`config.mk`:
```
export PLATFORM = sky130hd
export DESIGN_NAME = core_activity_sample_counter_top
export DESIGN_NICKNAME = d
export VERILOG_FILES = /design/src/rtl/acsc_pkg.sv /design/src/rtl/core_activity_sample_counter_top.sv /design/src/rtl/acsc_cell.sv
export SDC_FILE = /design/constraint.sdc
export NUM_CORES = 1
export LEC_CHECK = 0
export ABC_AREA = 1
export BUFFER_PORTS_ARGS = -buffer_cell sky130_fd_sc_hd__clkbuf_2
export CAP_MARGIN = 10
export CORE_MARGIN = 10
export CORE_UTILIZATION = 67
export CTS_CLUSTER_DIAMETER = 100
export DETAILED_ROUTE_END_ITERATION = 10
export HOLD_SLACK_MARGIN = 0.03
export PLACE_DENSITY = 0.95
export RECOVER_POWER = 25
export SKIP_CTS_REPAIR_TIMING = 1
export SYNTH_ARGS = -nofsm -noshare
export SYNTH_HDL_FRONTEND = slang
export SYNTH_SLANG_ARGS = --single-unit
```
`constraint.sdc`:
```
create_clock -name clock -period 5.25 [get_ports clock]
set_input_delay 1.05 -clock clock [delete_from_list [all_inputs] [get_ports clock]]
set_output_delay 1.05 -clock clock [all_outputs]
set_load 0.02 [all_outputs]
```
`src/rtl/acsc_pkg.sv`:
```
// Shared types and constants for the core activity sample counter.
// Holds field widths, register and state codes, and the cell control bundle.
// No dependencies.
`default_nettype none

package acsc_pkg;

   // Field widths
   localparam int CNT_W   = 16;
   localparam int MASK_W  = 18;
   localparam int INDEX_W = 5;
   localparam int ADDR_W  = 3;
   localparam int DATA_W  = 32;

   localparam logic [CNT_W-1:0] CNT_MAX = {CNT_W{1'b1}};

   // Register index codes (word address bit paddr[2])
   localparam logic REG_SAMPLES_PER_RECORD = 1'b0;

   // Reset value of the record limit
   localparam logic [CNT_W-1:0] LIMIT_RESET = 16'd1;

   // Sequencer states
   localparam logic ST_IDLE = 1'b0;
   localparam logic ST_DUMP = 1'b1;

   // Control bundle broadcast to every cell
   typedef struct packed {
      logic tick;   // sampling item accepted this cycle
      logic shift;  // move every count one cell toward the output
   } cell_ctrl_type;

endpackage

`default_nettype wire

```
`src/rtl/core_activity_sample_counter_top.sv`:
```
// Core activity sample counter: each accepted item is one sampling tick whose
// sleep mask bumps the counter of every active core. When the sample count
// reaches samples_per_record (0 acts as 1) the block emits NUM_CORES items,
// core 0 first, the last one flagged, and clears its window. A tick that does
// not close a record leaves req_ready high; a tick that closes one keeps
// req_ready low while the counts shift out of the cell chain, one cell per
// cycle while the consumer does not stall rsp_ready.
// Depends on acsc_pkg and acsc_cell.
`default_nettype none

module core_activity_sample_counter_top #(
   parameter int NUM_CORES = 18
) (
   input  wire logic                          clock,
   input  wire logic                          reset,
   // sampling ticks
   input  wire logic                          req_valid,
   output      logic                          req_ready,
   input  wire logic [acsc_pkg::MASK_W-1:0]   req_sleep_mask,
   // per-core results
   output      logic                          rsp_valid,
   input  wire logic                          rsp_ready,
   output      logic [acsc_pkg::INDEX_W-1:0]  rsp_core_index,
   output      logic [acsc_pkg::CNT_W-1:0]    rsp_active_count,
   output      logic                          rsp_last_core,
   // register port
   input  wire logic                          psel,
   input  wire logic                          penable,
   input  wire logic                          pwrite,
   input  wire logic [acsc_pkg::ADDR_W-1:0]   paddr,
   input  wire logic [acsc_pkg::DATA_W-1:0]   pwdata,
   output      logic [acsc_pkg::DATA_W-1:0]   prdata,
   output      logic                          pready
);

   localparam int IDX_W = (NUM_CORES > 1) ? $clog2(NUM_CORES) : 1;
   localparam logic [IDX_W-1:0] IDX_LAST = IDX_W'(NUM_CORES - 1);

   // Register port
   logic [acsc_pkg::CNT_W-1:0] limit_ff;
   logic                       reg_sel;

   assign pready  = 1'b1;
   assign reg_sel = (paddr[2] == acsc_pkg::REG_SAMPLES_PER_RECORD);

   always_ff @(posedge clock) begin
      if (reset) begin
         limit_ff <= acsc_pkg::LIMIT_RESET;
      end else if (psel && penable && pwrite && pready && reg_sel) begin
         limit_ff <= pwdata[acsc_pkg::CNT_W-1:0];
      end
   end

   assign prdata = reg_sel ? acsc_pkg::DATA_W'(limit_ff) : '0;

   // Sequencer state
   logic            state_ff, state_in;
   logic [IDX_W-1:0] idx_ff, idx_in;
   logic [acsc_pkg::CNT_W-1:0] samples_ff, samples_in, samples_inc, limit_eff;
   logic            tick, record, load;
   acsc_pkg::cell_ctrl_type ctrl;

   assign req_ready = (state_ff == acsc_pkg::ST_IDLE);
   assign tick      = req_valid && req_ready;
   assign load      = (state_ff == acsc_pkg::ST_DUMP) && (!rsp_valid || rsp_ready);

   // Saturating sample count and record test
   assign samples_inc = (samples_ff != acsc_pkg::CNT_MAX) ?
                        samples_ff + acsc_pkg::CNT_W'(1) : samples_ff;
   assign limit_eff   = (limit_ff == '0) ? acsc_pkg::CNT_W'(1) : limit_ff;
   assign record      = tick && (samples_inc >= limit_eff);

   always_comb begin
      samples_in = samples_ff;
      if (tick) begin
         samples_in = record ? '0 : samples_inc;
      end
   end

   // Advance the dump index one core per loaded result
   always_comb begin
      state_in = state_ff;
      idx_in   = idx_ff;
      case (state_ff)
         acsc_pkg::ST_IDLE: begin
            if (record) begin
               state_in = acsc_pkg::ST_DUMP;
               idx_in   = '0;
            end
         end
         acsc_pkg::ST_DUMP: begin
            if (load) begin
               if (idx_ff == IDX_LAST) begin
                  state_in = acsc_pkg::ST_IDLE;
                  idx_in   = '0;
               end else begin
                  idx_in = idx_ff + IDX_W'(1);
               end
            end
         end
         default: begin
            state_in = acsc_pkg::ST_IDLE;
            idx_in   = '0;
         end
      endcase
   end

   always_ff @(posedge clock) begin
      if (reset) begin
         state_ff   <= acsc_pkg::ST_IDLE;
         idx_ff     <= '0;
         samples_ff <= '0;
      end else begin
         state_ff   <= state_in;
         idx_ff     <= idx_in;
         samples_ff <= samples_in;
      end
   end

   // Cell chain: cell 0 feeds the output, zeros enter at the far end
   logic [acsc_pkg::CNT_W-1:0] counts [NUM_CORES];

   assign ctrl.tick  = tick;
   assign ctrl.shift = load;

   for (genvar i = 0; i < NUM_CORES; i++) begin : g_cell
      logic                       asleep;
      logic [acsc_pkg::CNT_W-1:0] next_count;

      if (i < acsc_pkg::MASK_W) begin : g_mask
         assign asleep = req_sleep_mask[i];
      end else begin : g_nomask
         assign asleep = 1'b0;
      end

      if (i == NUM_CORES - 1) begin : g_tail
         assign next_count = '0;
      end else begin : g_link
         assign next_count = counts[i+1];
      end

      acsc_cell u_cell (
         .clock     (clock),
         .reset     (reset),
         .ctrl      (ctrl),
         .asleep    (asleep),
         .shift_in  (next_count),
         .count_out (counts[i])
      );
   end

   // Output register: hold until taken, load the head cell on each step
   logic                         rsp_valid_ff, rsp_valid_in;
   logic [acsc_pkg::INDEX_W-1:0] rsp_index_ff;
   logic [acsc_pkg::CNT_W-1:0]   rsp_count_ff;
   logic                         rsp_last_ff;

   always_comb begin
      rsp_valid_in = rsp_valid_ff;
      if (load) begin
         rsp_valid_in = 1'b1;
      end else if (rsp_ready) begin
         rsp_valid_in = 1'b0;
      end
   end

   always_ff @(posedge clock) begin
      if (reset) begin
         rsp_valid_ff <= 1'b0;
      end else begin
         rsp_valid_ff <= rsp_valid_in;
      end
   end

   always_ff @(posedge clock) begin
      if (load) begin
         rsp_index_ff <= acsc_pkg::INDEX_W'(idx_ff);
         rsp_count_ff <= counts[0];
         rsp_last_ff  <= (idx_ff == IDX_LAST);
      end
   end

   assign rsp_valid        = rsp_valid_ff;
   assign rsp_core_index   = rsp_index_ff;
   assign rsp_active_count = rsp_count_ff;
   assign rsp_last_core    = rsp_last_ff;

   // Checks
   a_no_tick_in_dump: assert property (@(posedge clock) disable iff (reset)
      (state_ff == acsc_pkg::ST_DUMP) |-> !req_ready)
      else $error("input ready during record dump");

   a_last_index: assert property (@(posedge clock) disable iff (reset)
      (rsp_valid && rsp_last_core) |->
         (rsp_core_index == acsc_pkg::INDEX_W'(NUM_CORES - 1)))
      else $error("last flag on wrong core");

   a_record_clears: assert property (@(posedge clock) disable iff (reset)
      record |=> (samples_ff == '0) && (state_ff == acsc_pkg::ST_DUMP))
      else $error("record did not clear sample count or start dump");

   a_idle_index: assert property (@(posedge clock) disable iff (reset)
      (state_ff == acsc_pkg::ST_IDLE) |-> (idx_ff == '0))
      else $error("dump index not parked while idle");

   a_last_ends_dump: assert property (@(posedge clock) disable iff (reset)
      (load && (idx_ff == IDX_LAST)) |=> (state_ff == acsc_pkg::ST_IDLE))
      else $error("dump did not end after last core");

endmodule

`default_nettype wire

```
`src/rtl/acsc_cell.sv`:
```
// One counter cell of the activity chain: a saturating 16-bit counter that
// can also take its neighbor's count. Depends on acsc_pkg.
`default_nettype none

module acsc_cell (
   input  wire logic                        clock,
   input  wire logic                        reset,
   input  wire acsc_pkg::cell_ctrl_type     ctrl,
   input  wire logic                        asleep,
   input  wire logic [acsc_pkg::CNT_W-1:0]  shift_in,
   output      logic [acsc_pkg::CNT_W-1:0]  count_out
);

   logic [acsc_pkg::CNT_W-1:0] count_ff;
   logic [acsc_pkg::CNT_W-1:0] count_in;

   // Take the neighbor's count on shift, else count active ticks, saturating
   always_comb begin
      count_in = count_ff;
      if (ctrl.shift) begin
         count_in = shift_in;
      end else if (ctrl.tick && !asleep && (count_ff != acsc_pkg::CNT_MAX)) begin
         count_in = count_ff + acsc_pkg::CNT_W'(1);
      end
   end

   always_ff @(posedge clock) begin
      if (reset) begin
         count_ff <= '0;
      end else begin
         count_ff <= count_in;
      end
   end

   assign count_out = count_ff;

endmodule

`default_nettype wire
```
==> results.ini, run 1 <==
[pwr]
leak_pwr_uw = 0.00937
max-vdd-ir-drop_mv = 0.254
power.density_nw_per_um2 = 274
finalPower_uw = 6540

[status]
status = finished, violations left
violations = capacitance limit, slew limit

[sta]
finalSetupViolCount = 0
totalNegativeSetupSlack_ns = 0
max_slew_margin_pct = -89.3
max_slew.worst_pin.slew_ns = 2.84
clock-skew-final_ns = 0.0111
setup_repair_after_global_routing_missed_its_margin = false
report.final.slew_viol_count = 108
finalCriticalPeriod_ns = 3.94
fmax_ghz = 0.254
report.final.hold_viol_count = 0
hold_slack_ns = 0.502
layout_worst_path_cycle_share_pct = 75.1

[worst_hold_path]
worstHoldPathType = register to register

[routing]
router_iterations_before_antenna_repair = 8
postRouteAntennaNets = 0
wirelength_mm = 56.1
remaining_drc_errors = 0
detailroute.via_count = 22400
drt-initial-drc-count = 2382
avgViaCountPerCell = 5.71
post_drt_wl_per_cell_um = 14.3

[yosys]
synth_compound_area_share_pct = 11.0
portion_of_the_post_synthesis_area_used_by_sequential_elements_pct = 32.4
post_synth_inst_count = 3446
synth_simple_gate_area_share_pct = 36.6
netlist_cell_types = 50
post_synth_fa_ha_maj_area_fraction_pct = 2.08
synth_area_per_cell_um2 = 6.46
synth_xor_area_share_pct = 7.87
synth_area_um2 = 22300
synthArstFlopShare_pct = 0
synth_top_family_by_area = simple AND/OR/NAND/NOR gates
synthMuxAreaShare_pct = 0
synth_edf_count = 22
syn_warnings = 0
register_bit_total_from_synthesis = 349
synth_flop_cell = dfxtp_1

[clock_tree]
cts_root_cell = clkbuf_16
clkTransAtPathRegs_ns = 0.06
h-tree-depth = 2
ctsLongestPathBuffers = 3
tritoncts = built
later_pin_clock_latency_in_the_skew_report_ns = 0.53
cts_num_sinks = 349
numCtsBuffers = 39

[worst_setup_path]
critPathSlowestCell = inv_1
worstSetupEndpointType = register
crit_path_max_incr_delay_ns = 2.11
crit_path_max_fanout = 96
timing.critical_path.buf_inv = 2
critical_path.top_delay_family = buffers and inverters
start_kind = input port
required_ns = 5.70
data_arrival_time_at_the_worst_slack_endpoint_ns = 4.39
crit_chain = buf_6 -> inv_1 -> o21ai_0 -> a21oi_1
timing.setup.critical_path_class = input port to register

[placed_design]
placedInstanceArea_um2 = 22600
port_buffers = 81
place_congestion = 0.932
hpwlAfterDp_mm = 37.4

[global_routing]
number_of_antenna_violations_at_the_first_check_in_global_routing = 0
first_pass_grt_wire_length_mm = 96.0
grt.total_usage_pct = 26.4
grt_max_degree = 141
grt_remaining_overflow = 0
grt_pass1_vias = 21200

[die]
core-area_um2 = 32600
die_height_um = 202
floorplan.die.width_um = 202
std_cell_rows = 66
initial_core_util_pct = 68.2
io-pin-count = 117
total_die_area_um2 = 40900

[cells_and_area]
mostFrequentLayoutCell = nand2_1
finish.net_count = 3545
fill_cells = 2486
share_of_post_route_cells_with_drive_strength_above_1_pct = 6.21
design_area_um2 = 23900
postLayoutCoreUtil_pct = 73.2
commonest_cells_after_routing_fill_and_taps_aside = nand2_1, nand3_1, inv_1
area_delta_synth_final_pct = 7.21
antenna_cells_inserted = 0

[flow_run]
maxCapViolations = 2

[flip-flops by register name, summed over array words and instances (netlist names)]
name,count
limit_ff,16
rsp_last_core,1
state_ff,1
idx_ff,5
rsp_core_index,5
samples_ff,16
rsp_active_count,16
rsp_valid,1
g_cell.u_cell.count_out,288
[power breakdown]
part           internal (uW)  switching, uW
clock network           1740           1110
registers               2760           78.3
logic                    187            661
[cells by family (layout without fill, tap and decap cells)]
group,count (synthesis),in the layout
buf+inv,527,542
fa+ha+maj,37,37
xor+xnor,200,200
simple gates,1875,1875
compound gates,456,456
other cells,2,17
flops,349,349
[Yosys cell counts, drive strengths merged (7+ instances only)]
library cell,number,area [um2]
xnor2,48,420
clkbuf,59,221
dfxtp,327,6550
nand2,918,3600
a31oi,10,62.6
xor2,152,1330
ha,37,463
nor3,77,458
edfxtp,22,661
buf,92,599
o21ai,113,573
inv,374,1400
nand3,450,2260
nand4,35,219
or2,7,43.8
a22oi,15,113
a21boi,13,116
nor2,378,1500
a21oi,287,1440
[worst min-delay path, delay by kind of cell, from the launching register on]
family / cells / cell delay, ns
simple gates: 1 / 0.07
compound gates: 1 / 0.06
flops: 1 / 0.33
[metal layers]
layer | share of wire (%) | track usage [%] | vias up
met4 | 2.8 | 10.1 | 0
li1 | - | - | 11100
met1 | 42 | 32.5 | 10200
met3 | 7.0 | 3.58 | 142
met2 | 48 | 46.0 | 965
met5 | 0 | 0 | -
[per-stage QoR]
step                      setup WS, ns  std cells
after CTS                         1.73       3918
final                             1.31       3918
after global placement            1.86       3849
after detailed placement          1.78       3849
after global routing              1.02       3918
after floorplan                   2.43       3461
[worst paths after layout]
check                                 from                       endpoint  slack (ns)  cells after the start
max reg2reg                  samples_ff[0]                      idx_ff[3]        1.67                     19
min          g_cell[9].u_cell.count_out[1]  g_cell[9].u_cell.count_out[1]        0.50                      2
min reg2reg  g_cell[9].u_cell.count_out[1]  g_cell[9].u_cell.count_out[1]        0.50                      2
max                                  reset                   limit_ff[13]        1.31                      4
[final cells by class]
cell class / instances / area, um2 / share of cell area, %
inverter: 376 / 1420 / 5.95
multi-input combinational: 2585 / 12800 / 53.8
clock buffer: 60 / 1220 / 5.11
tap: 442 / 553 / 2.32
clock inverter: 9 / 120 / 0.503
sequential: 349 / 7210 / 30.2
timing repair buffer: 97 / 499 / 2.09
No activity file was read; power rests on OpenSTA's default activity.
==> inputs of run 2 (changes only) <==
Settings changed: CORE_UTILIZATION 67 to 63, PLACE_DENSITY 0.95 to 0.92.
Clock period 5.25 ns to 3.85 ns, I/O delays scaled along.
==> run 2 against run 1 <==
  * The flow still finishes with violations (capacitance limit, slew limit)
  * Wire length is 1.1% higher
  * Utilization fell by 4.3 points
  * Count of clock-buffer cells in the layout rose by 1
  * Clock skew is 0.0099 ns higher
  * Register-to-register slack lost 1.0 ns
  * Sequential cell count unchanged
  * Clock power grew 31%
  * Sequential power up 36%
  * Cell count up 0.56%
  * Worst hold slack worse by 0.017 ns
  * Critical path type unchanged
  * Critical endpoint is now g_cell[6].u_cell.count_out[14]
==> results.ini, run 2 (synthesis gave the netlist of run 1 again) <==
[worst_hold_path]
timing.hold.worst.start = idx_ff[4]
hold_depth = 0
worstHoldPathType = register to register
hold_path_end = rsp_core_index[4]

[cells_and_area]
antenna_cells_inserted = 0
mostFrequentLayoutCell = nand2_1
commonest_cells_after_routing_fill_and_taps_aside = nand2_1, nand3_1, inv_1
finish.net_count = 3551
share_of_post_route_cells_with_drive_strength_above_1_pct = 6.23
area_delta_synth_final_pct = 7.36
ff_latch_area_um2 = 7210
fill_cells = 2990
flip_flop_count_of_the_largest_register_after_layout = 288
multi_input_area_um2 = 12900

[clock_tree]
clkTransAtPathRegs_ns = 0.06
cts_root_cell = clkbuf_16
later_pin_clock_latency_in_the_skew_report_ns = 0.55
numCtsBuffers = 40
cts_num_sinks = 349
tritoncts = built
h-tree-depth = 2
ctsLongestPathBuffers = 3

[sta]
fmax_ghz = 0.305
hold_slack_ns = 0.485
max_slew_margin_pct = -73.8
finalCriticalPeriod_ns = 3.27
layout_worst_path_cycle_share_pct = 85.0
setup_repair_after_global_routing_missed_its_margin = false
report.final.slew_viol_count = 82
clock-skew-final_ns = 0.0209
finalSetupViolCount = 0
totalNegativeSetupSlack_ns = 0
report.final.hold_viol_count = 0
max_slew.worst_pin.slew_ns = 2.60

[routing]
router_iterations_before_antenna_repair = 6
remaining_drc_errors = 0
post_drt_wl_per_cell_um = 14.4
postRouteAntennaNets = 0
detailroute.via_count = 22400
avgViaCountPerCell = 5.68
drt-initial-drc-count = 2196
wirelength_mm = 56.8

[die]
floorplan.die.width_um = 208
std_cell_rows = 68
total_die_area_um2 = 43200
die_height_um = 208
initial_core_util_pct = 64.1
io-pin-count = 117
core-area_um2 = 34700

[status]
violations = capacitance limit, slew limit
status = finished, violations left

[worst_setup_path]
required_ns = 4.33
crit_path_max_fanout = 81
start_kind = input port
worstSetupEndpointType = register
setup.reg_to_reg.worst_slack_ns = 0.63
regToRegStartpoint = state_ff
reg2regPathDepth = 10
worst_r2r_endpoint = g_cell[17].u_cell.count_out[4]
timing.setup.critical_path_class = input port to register
data_arrival_time_at_the_worst_slack_endpoint_ns = 3.76

[placed_design]
place_congestion = 0.930
hpwlAfterDp_mm = 37.9
port_buffers = 81

[global_routing]
first_pass_grt_wire_length_mm = 94.8
number_of_antenna_violations_at_the_first_check_in_global_routing = 0
grt_pass1_vias = 20500
grt.total_usage_pct = 24.6
grt_remaining_overflow = 0
grt_max_degree = 97

[pwr]
max-vdd-ir-drop_mv = 0.295
leak_pwr_uw = 0.00932
power.density_nw_per_um2 = 368

[flow_run]
maxCapViolations = 1

run 2: cell count changes in the layout (fill, tap and decap cells not counted), moves of 3 or more:
| cell | change |
|---|---|
| buf_4 | +6 |
| clkbuf_1 | +16 |
| clkbuf_2 | -14 |
| clkbuf_8 | -3 |
| clkinvlp_4 | +3 |
| nand2_1 | -3 |
run 2: power breakdown:
part           switching (uW)  total [uW]  internal [uW]
Sequential                104        3870           3760
Clock                    1570        3740           2170
Combinational             909        1190            277
Total                    2580        8790           6210
run 2: routing by layer:
metal	routed length (um)	up-vias	global-route usage, %
li1	-	11100	-
met1	23900	10300	30.8
met2	27200	874	41.7
met3	3830	148	3.37
met4	1830	0	9.94
met5	0	-	0
run 2: layout make-up:
cell class / count / area share, %
Timing Repair Buffer: 102 / 2.32
Inverter: 376 / 5.94
Sequential cell: 349 / 30.2
Clock inverter: 12 / 0.419
Tap cell: 455 / 2.38
Clock buffer: 61 / 4.90
Multi-Input combinational cell: 2585 / 53.9
run 2: stage by stage:
stage | setup slack, ns | util (%) | std cells | area, um2 | total power [uW]
final | 0.576 | 68.8 | 3940 | 23900 | 8790
after global routing | 0.281 | 68.8 | 3940 | 23900 | 9080
after CTS | 0.671 | 69.1 | 3940 | 24000 | 8810
after detailed placement | 0.758 | 65.4 | 3867 | 22700 | 5110
after global placement | 0.824 | 65.4 | 3867 | 22700 | 5080
after floorplan | 1.26 | - | 3461 | 22300 | 4850
run 2: worst max-delay path: stages:
cell,delay [ns]
buf_6,0.21
inv_1,1.88
buf_4,0.67
nand2_1,0.13
inv_1,0.07
run 2: how the worst max path moves through the flow:
stage | from | to | slack [ns] | cells past startpoint
after floorplan | samples_ff[0] | samples_ff[5] | 1.26 | 21
after global placement | samples_ff[0] | idx_ff[4] | 0.82 | 20
after detailed placement | samples_ff[0] | idx_ff[4] | 0.76 | 20
after CTS | samples_ff[0] | samples_ff[5] | 0.67 | 18
after global routing | samples_ff[0] | samples_ff[5] | 0.28 | 20
final | reset | g_cell[6].u_cell.count_out[14] | 0.58 | 5
